File: src/hdl/lbpd_pkg.sv
// lbpd_pkg: widths, register indexes and divider request/response types
// for the breathing led pwm duty block; no dependencies
package lbpd_pkg;

	localparam int CFG_W     = 16;
	localparam int CFG_IDX_W = 1;
	localparam int CMP_W     = 17;
	localparam int DUTY_W    = 7;
	localparam int HALF_W    = 15;
	localparam int SQ_W      = 2 * HALF_W;
	localparam int MUL_A_W   = CMP_W;
	localparam int NUM_W     = MUL_A_W + SQ_W;
	localparam int REM_W     = SQ_W + 1;
	localparam int QUO_W     = CMP_W;
	localparam int CNT_W     = 6;

	localparam logic [CFG_IDX_W-1:0] REG_PERIOD = 1'b0;
	localparam logic [CFG_IDX_W-1:0] REG_RELOAD = 1'b1;

	typedef struct packed {
		logic             start;
		logic [NUM_W-1:0] num;
		logic [REM_W-1:0] rem;
		logic [REM_W-1:0] den;
		logic [CNT_W-1:0] iters;
	} div_req_t;

	typedef struct packed {
		logic             done;
		logic [QUO_W-1:0] quo;
		logic [REM_W-1:0] rem;
	} div_rsp_t;

endpackage

File: src/hdl/led_breathing_pwm_duty_top.sv
// led_breathing_pwm_duty_top: breathing led pwm compare and duty from ms ticks
// depends on lbpd_pkg and lbpd_div (shared divider), one shared multiplier
//
//  channel  signals                       direction  word
//  in       in_valid in_ready now_ms      to block   32-bit ms tick
//  out      out_valid out_ready           from block compare_value, duty_pct
//           compare_value duty_pct
//  cfg      cfg_we cfg_index cfg_wdata    to block   16-bit register write
//
// an updating tick runs the phase modulo, triangle, squares and products, then
// the compare and duty divides; the modulo divides a TIME_BITS + 1 bit sum
// a tick closer than MIN_INTERVAL_MS or a period below two is taken with
// no word out; reset restores period 3000, reload 999, zero state
// in_ready is high only while idle; a finished word waits in the output
// register while the next tick is worked, and the last step stalls until
// that register frees up
module led_breathing_pwm_duty_top #(
	parameter int TIME_BITS       = 32,
	parameter int MIN_INTERVAL_MS = 10
) (
	input  logic                           clk,
	input  logic                           arst_n,
	input  logic                           in_valid,
	output logic                           in_ready,
	input  logic [31:0]                    now_ms,
	output logic                           out_valid,
	input  logic                           out_ready,
	output logic [lbpd_pkg::CMP_W-1:0]     compare_value,
	output logic [lbpd_pkg::DUTY_W-1:0]    duty_pct,
	input  logic                           cfg_we,
	input  logic [lbpd_pkg::CFG_IDX_W-1:0] cfg_index,
	input  logic [lbpd_pkg::CFG_W-1:0]     cfg_wdata
);
	import lbpd_pkg::*;

	localparam int SUM_W = TIME_BITS + 1;

	typedef enum logic [9:0] {
		S_IDLE  = 10'b0000000001,
		S_MOD   = 10'b0000000010,
		S_TRI   = 10'b0000000100,
		S_SQ_T  = 10'b0000001000,
		S_SQ_H  = 10'b0000010000,
		S_MUL_C = 10'b0000100000,
		S_MUL_D = 10'b0001000000,
		S_DIV_C = 10'b0010000000,
		S_DIV_D = 10'b0100000000,
		S_OUT   = 10'b1000000000
	} state_t;

	state_t               state_q;
	logic [CFG_W-1:0]     period_q;
	logic [CFG_W-1:0]     reload_q;
	logic [TIME_BITS-1:0] last_q;
	logic [CFG_W-1:0]     phase_q;
	logic [HALF_W-1:0]    t_q;
	logic [HALF_W-1:0]    h_q;
	logic [SQ_W-1:0]      t2_q;
	logic [SQ_W-1:0]      h2_q;
	logic [NUM_W-1:0]     prod_q;
	logic [CMP_W-1:0]     cmp_q;
	logic [DUTY_W-1:0]    duty_q;
	logic                 out_valid_q;
	logic [CMP_W-1:0]     compare_value_q;
	logic [DUTY_W-1:0]    duty_pct_q;

	logic [TIME_BITS-1:0] now_t;
	logic [TIME_BITS-1:0] dt;
	logic [SUM_W-1:0]     sum;
	logic                 take;
	logic                 out_load;
	logic [HALF_W-1:0]    half;
	logic [HALF_W-1:0]    phase_h;
	logic [CFG_W-1:0]     mirror;
	logic [MUL_A_W-1:0]   mul_a;
	logic [SQ_W-1:0]      mul_b;
	logic [NUM_W-1:0]     duty_num;
	div_req_t             div_req;
	div_rsp_t             div_rsp;

	assign now_t   = now_ms[TIME_BITS-1:0];
	assign dt      = now_t - last_q;
	assign sum     = SUM_W'(phase_q) + SUM_W'(dt);
	assign in_ready = (state_q == S_IDLE);
	assign take    = in_valid && in_ready && (period_q >= CFG_W'(2))
	                 && (dt >= TIME_BITS'(MIN_INTERVAL_MS));
	assign out_load = (state_q == S_OUT) && (!out_valid_q || out_ready);
	assign half    = period_q[CFG_W-1:1];
	assign phase_h = phase_q[HALF_W-1:0];
	assign mirror  = {half, 1'b0} - phase_q;
	assign duty_num = prod_q + NUM_W'(h2_q);

	always_comb begin
		unique case (state_q)
			S_SQ_T:  begin mul_a = MUL_A_W'(t_q);          mul_b = SQ_W'(t_q); end
			S_SQ_H:  begin mul_a = MUL_A_W'(h_q);          mul_b = SQ_W'(h_q); end
			S_MUL_C: begin mul_a = MUL_A_W'(reload_q) + 1'b1; mul_b = t2_q;    end
			S_MUL_D: begin mul_a = MUL_A_W'(200);          mul_b = t2_q;       end
			default: begin mul_a = '0;                     mul_b = '0;         end
		endcase
	end

	always_comb begin
		div_req       = '0;
		if (take) begin
			div_req.start = 1'b1;
			div_req.num   = NUM_W'(sum) << (NUM_W - SUM_W);
			div_req.rem   = '0;
			div_req.den   = REM_W'(period_q);
			div_req.iters = CNT_W'(SUM_W);
		end else if (state_q == S_MUL_D) begin
			div_req.start = 1'b1;
			div_req.num   = prod_q << (NUM_W - CMP_W);
			div_req.rem   = REM_W'(prod_q >> CMP_W);
			div_req.den   = REM_W'(h2_q);
			div_req.iters = CNT_W'(CMP_W);
		end else if (state_q == S_DIV_C && div_rsp.done) begin
			div_req.start = 1'b1;
			div_req.num   = duty_num << (NUM_W - DUTY_W);
			div_req.rem   = REM_W'(duty_num >> DUTY_W);
			div_req.den   = {h2_q, 1'b0};
			div_req.iters = CNT_W'(DUTY_W);
		end
	end

	lbpd_div u_div (
		.clk    (clk),
		.arst_n (arst_n),
		.req    (div_req),
		.rsp    (div_rsp)
	);

	always_ff @(posedge clk or negedge arst_n) begin
		if (!arst_n) begin
			period_q <= CFG_W'(3000);
			reload_q <= CFG_W'(999);
		end else if (cfg_we) begin
			unique case (cfg_index)
				REG_PERIOD: period_q <= cfg_wdata;
				REG_RELOAD: reload_q <= cfg_wdata;
				default: ;
			endcase
		end
	end

	always_ff @(posedge clk or negedge arst_n) begin
		if (!arst_n) begin
			state_q     <= S_IDLE;
			last_q      <= '0;
			phase_q     <= '0;
			out_valid_q <= 1'b0;
		end else begin
			if (out_load)
				out_valid_q <= 1'b1;
			else if (out_ready)
				out_valid_q <= 1'b0;
			unique case (state_q)
				S_IDLE: begin
					if (take) begin
						last_q  <= now_t;
						state_q <= S_MOD;
					end
				end
				S_MOD: begin
					if (div_rsp.done) begin
						phase_q <= div_rsp.rem[CFG_W-1:0];
						state_q <= S_TRI;
					end
				end
				S_TRI:   state_q <= S_SQ_T;
				S_SQ_T:  state_q <= S_SQ_H;
				S_SQ_H:  state_q <= S_MUL_C;
				S_MUL_C: state_q <= S_MUL_D;
				S_MUL_D: state_q <= S_DIV_C;
				S_DIV_C: begin
					if (div_rsp.done)
						state_q <= S_DIV_D;
				end
				S_DIV_D: begin
					if (div_rsp.done)
						state_q <= S_OUT;
				end
				S_OUT: begin
					if (out_load)
						state_q <= S_IDLE;
				end
				default: state_q <= S_IDLE;
			endcase
		end
	end

	always_ff @(posedge clk) begin
		if (state_q == S_TRI) begin
			h_q <= half;
			t_q <= (phase_q < CFG_W'(half)) ? phase_h : mirror[HALF_W-1:0];
		end
		if (state_q == S_SQ_T || state_q == S_SQ_H || state_q == S_MUL_C
		    || state_q == S_MUL_D)
			prod_q <= mul_a * mul_b;
		if (state_q == S_SQ_H)
			t2_q <= prod_q[SQ_W-1:0];
		if (state_q == S_MUL_C)
			h2_q <= prod_q[SQ_W-1:0];
		if (state_q == S_DIV_C && div_rsp.done)
			cmp_q <= div_rsp.quo;
		if (state_q == S_DIV_D && div_rsp.done)
			duty_q <= div_rsp.quo[DUTY_W-1:0];
		if (out_load) begin
			compare_value_q <= cmp_q;
			duty_pct_q      <= duty_q;
		end
	end

	assign out_valid     = out_valid_q;
	assign compare_value = compare_value_q;
	assign duty_pct      = duty_pct_q;

	a_duty_range: assert property (@(posedge clk) disable iff (!arst_n)
		out_valid |-> duty_pct <= DUTY_W'(100))
		else $error("duty above 100");

	a_div_done_state: assert property (@(posedge clk) disable iff (!arst_n)
		div_rsp.done |-> (state_q == S_MOD || state_q == S_DIV_C || state_q == S_DIV_D))
		else $error("divider done outside a divide step");

	a_tri_bound: assert property (@(posedge clk) disable iff (!arst_n)
		state_q == S_SQ_T |-> t_q <= h_q)
		else $error("triangle value above half period");

endmodule

File: src/hdl/lbpd_div.sv
// lbpd_div: shared restoring divider, one quotient bit per cycle
// depends on lbpd_pkg for widths and request/response structs
module lbpd_div (
	input  logic                clk,
	input  logic                arst_n,
	input  lbpd_pkg::div_req_t  req,
	output lbpd_pkg::div_rsp_t  rsp
);
	import lbpd_pkg::*;

	logic [NUM_W-1:0] num_q;
	logic [REM_W-1:0] rem_q;
	logic [REM_W-1:0] den_q;
	logic [QUO_W-1:0] quo_q;
	logic [CNT_W-1:0] cnt_q;
	logic             busy_q;
	logic             done_q;

	logic [REM_W:0]   trial;
	logic [REM_W:0]   diff;
	logic             ge;

	assign trial = {rem_q, num_q[NUM_W-1]};
	assign ge    = trial >= {1'b0, den_q};
	assign diff  = trial - {1'b0, den_q};

	always_ff @(posedge clk or negedge arst_n) begin
		if (!arst_n) begin
			busy_q <= 1'b0;
			done_q <= 1'b0;
			cnt_q  <= '0;
		end else begin
			done_q <= 1'b0;
			if (req.start) begin
				busy_q <= 1'b1;
				cnt_q  <= req.iters;
			end else if (busy_q) begin
				cnt_q <= cnt_q - 1'b1;
				if (cnt_q == CNT_W'(1)) begin
					busy_q <= 1'b0;
					done_q <= 1'b1;
				end
			end
		end
	end

	always_ff @(posedge clk) begin
		if (req.start) begin
			num_q <= req.num;
			rem_q <= req.rem;
			den_q <= req.den;
			quo_q <= '0;
		end else if (busy_q) begin
			num_q <= {num_q[NUM_W-2:0], 1'b0};
			rem_q <= ge ? diff[REM_W-1:0] : trial[REM_W-1:0];
			quo_q <= {quo_q[QUO_W-2:0], ge};
		end
	end

	assign rsp.done = done_q;
	assign rsp.quo  = quo_q;
	assign rsp.rem  = rem_q;

endmodule
File: config.mk
export PLATFORM = sky130hd
export DESIGN_NAME = led_breathing_pwm_duty_top
export DESIGN_NICKNAME = d
export VERILOG_FILES = /design/src/hdl/lbpd_pkg.sv /design/src/hdl/led_breathing_pwm_duty_top.sv /design/src/hdl/lbpd_div.sv
export SDC_FILE = /design/constraint.sdc
export NUM_CORES = 2
export LEC_CHECK = 0
export BUFFER_PORTS_ARGS = -buffer_cell sky130_fd_sc_hd__buf_2
export CORE_MARGIN = 2
export CORE_UTILIZATION = 45
export DETAILED_ROUTE_END_ITERATION = 7
export GPL_ROUTABILITY_DRIVEN = 1
export SYNTH_ARGS = -nofsm -noshare
export SYNTH_HDL_FRONTEND = slang
export SYNTH_SLANG_ARGS = --single-unit
File: constraint.sdc
create_clock -name clk -period 10.7 [get_ports clk]
set_input_delay 1.605 -clock clk [delete_from_list [all_inputs] [get_ports clk]]
set_output_delay 1.605 -clock clk [all_outputs]
set_load 0.05 [all_outputs]
==> impl_metrics.toml <==
[run_status]
outcome = "finished, final reports clean"

[route]
met3_length_mm = 8.08
first_iter_violations = 2408
dr.pass1.iters = 6
ant_nets = 0
via_per_inst = 5.54
num_vias = 29130
wl_met1_mm = 50.6
drc = 0
wl_mm = 111
wl_per_cell_um = 21.2
top_layer_used = "met4"
met2_length_mm = 50.1

[cts]
clk_latency_ns = 0.58
tritoncts = "yes"
clock-root-buffer = "clkbuf_16"
clockBufferDepth = 3
cts_num_sinks = 396
clk_pin_slew_worst_paths_ns = 0.06
ctsHtreeMaxLevel = 2
cts-buffers-inserted = 42
holdBufCountCts = 0

[placed_design]
place.gp.congestion = 0.934
dp_hpwl_mm = 87.3
placed_cells = 5180
io_buffers = 79

[layout]
final_common_cell = "inv_1"
syn2layout_area_growth_pct = 8.50
nNetsFinal = 4817
finalNonFillerCells = 5257
num_antenna_cells = 0
fillers = 7983
layout-drive-gt1-share_pct = 8.41
mostFrequentLayoutCells = "inv_1 (650), nand2_1 (543), fa_1 (424), nor2_1 (295), edfxtp_1 (280)"

[power]
irDropWorstVdd_uv = 157
leakagePower_nw = 19.5
power.density_mw_per_mm2 = 170
power_mw = 7.11

[floorplanning]
start_util_pct = 45.4
core_area_mm2 = 0.0850
die_y_um = 297
rows = 107
io-pin-count = 80
dieWidth_um = 297
dieArea_mm2 = 0.0881

[synthesis]
ys_seq_area_share_pct = 29.1
synthTopCellsByArea = "fa_1 (22%), edfxtp_1 (22%), ha_1 (8.4%), inv_1 (6.3%), dfrtp_1 (5.4%)"
yosysUniqueCellTypes = 87
yosysTopAreaCell = "fa_1"
yosysWarnings = 0
synth_nets = 4787
ys_seq_elements = 396
async_flop_share_pct = 25.0
syn_inst = 4050
synth_edf_count = 280
synth_top_area_share_pct = 22.0
synth_area_mm2 = 0.0386
syn_area_per_cell_um2 = 9.53
synth_flop_cell = "edfxtp_1"

[sta]
setup_viol = 0
timing.final.crit_period_ns = 9.90
post-route-period-util_pct = 92.5
slew_headroom_pct = 14.8
finalMaxSlewViolations = 0
finalHoldViolations = 0
worstMarginPinSlew_ns = 1.27
clock_skew_ns = 0.0231
fmax_mhz = 101
rsz0062_at_grt = "false"
finalSetupTns_ns = 0

[critical_path]
rrSetupSlack_ns = 0.80
r2r-end = "prod_q[34]"
startpoint_type = "flop"
cp-end-kind = "flop"
critPathKind = "flop to flop"
worstPathMaxFanout = 17
slowest_delay_ns = 0.67
cp_data_required_time_ns = 11.01
cp.arrival_ns = 10.21
cpMaxStageDelayCell = "and3_1"
r2r-start = "state_q[2]"
crit_path_frequent_cell = "fa_1"
ff2ff_path_depth = 31

[worst_hold_path]
holdCritPathClass = "flop to flop"
holdPathStages = 0
min_from = "cmp_q[7]"
holdPathEnd = "compare_value[7]"

[global_routing]
grt_pass1_wl_mm = 173
grt_antenna_before_repair = 1
grt_util_all_layers_pct = 25.3
grt_max_degree = 75
gr-total-overflow = 0
grt_pass1_vias = 29167

[flow_run]
cap_violations = 0
==> metal layers <==
layer,vias to the layer above,global-route usage [%]
li1,13457,-
met1,14465,36.8
met2,1056,39.5
met3,152,3.96
met4,0,6.21
met5,-,0
==> synthesized netlist by cell type (all sizes together) (14+ instances only) <==
| cell | instances |
|---|---|
| a21o | 112 |
| a21oi | 162 |
| a22o | 17 |
| a22oi | 48 |
| a31oi | 25 |
| and2 | 52 |
| and3 | 31 |
| buf | 24 |
| clkbuf | 136 |
| dfrtp | 83 |
| dfstp | 16 |
| dfxtp | 17 |
| edfxtp | 280 |
| fa | 424 |
| ha | 259 |
| inv | 652 |
| mux2 | 66 |
| mux2i | 27 |
| nand2 | 544 |
| nand2b | 17 |
| nand3 | 54 |
| nand4 | 21 |
| nor2 | 295 |
| nor2b | 25 |
| nor3 | 41 |
| nor3b | 15 |
| o211ai | 25 |
| o21a | 34 |
| o21ai | 165 |
| o21bai | 17 |
| o2bb2ai | 15 |
| o31ai | 14 |
| or3 | 20 |
| xnor2 | 103 |
| xor2 | 68 |
==> logic make-up (layout without fill, tap and decap cells) <==
| group | after synthesis | after routing | synth area share (%) |
|---|---|---|---|
| and+or+nand+nor | 1160 | 1160 | 13.3 |
| buffers and inverters | 813 | 876 | 8.07 |
| AOI/OAI and AO/OA | 734 | 734 | 12.6 |
| adders and majority gates | 683 | 683 | 30.4 |
| DFF | 396 | 396 | 29.1 |
| xor gates and xnor gates | 171 | 171 | 3.88 |
| muxes | 93 | 93 | 2.63 |
==> how the worst max path moves through the flow <==
stage	start	to	slack (ns)	cells past startpoint
global placement	state_q[2]	prod_q[34]	0.65	31
finish	state_q[2]	prod_q[34]	0.80	31
floorplan	state_q[2]	prod_q[34]	1.68	32
detailed placement	state_q[2]	prod_q[34]	0.55	30
CTS	state_q[2]	prod_q[34]	0.50	31
global route	state_q[2]	prod_q[34]	0.23	31
==> sequential cells by signal (all words and copies together), names as in the netlist, 16 cells and up <==
register / cells
period_q: 16
t2_q: 30
compare_value: 17
last_q: 32
u_div.quo_q: 17
cmp_q: 17
u_div.rem_q: 31
prod_q: 47
reload_q: 16
u_div.den_q: 31
u_div.num_q: 33
h2_q: 30
phase_q: 16
==> metrics by stage <==
step | util (%) | worst slack, ns | instance area, um^2 | hold WS (ns)
after floorplan | - | 1.68 | 38600 | 0.400
after global placement | 47.5 | 0.650 | 40400 | 0.401
after detailed placement | 47.5 | 0.550 | 40400 | 0.406
after CTS | 49.2 | 0.501 | 41900 | 0.421
after global routing | 49.2 | 0.231 | 41900 | 0.424
final | 49.2 | 0.801 | 41900 | 0.418
==> worst max-delay path, delay by kind of cell (launching register included) <==
family,cells,cell delay [ns]
adders and majority gates,7,3.36
and+or+nand+nor,8,3.13
AOI/OAI and AO/OA,9,1.89
buffers and inverters,6,0.71
DFF,1,0.45
xor gates and xnor gates,1,0.09
==> layout make-up <==
| type | count | area (um^2) | area share (%) |
|---|---|---|---|
| multi-input combinational | 2841 | 24300 | 58.1 |
| clock inverter | 19 | 215 | 0.514 |
| inverter | 653 | 2450 | 5.86 |
| clock buffer | 58 | 1290 | 3.08 |
| sequential | 396 | 11200 | 26.9 |
| timing repair buffer | 146 | 901 | 2.15 |
| tap | 1144 | 1430 | 3.42 |
==> what timing repair did <==
item | 4_1_cts | 5_1_grt
endpoints found under the setup margin | 0 | 5
hold endpoints to repair | 0 | 0
setup buffers | 0 | 0
resized for setup | 0 | 1
==> where the power goes <==
part	internal (mW)	total [mW]	switching, mW
clock network	0.943	1.59	0.648
registers	2.08	2.30	0.218
logic	1.30	3.22	1.92
Note: power is estimated with default switching activity, not from simulation.
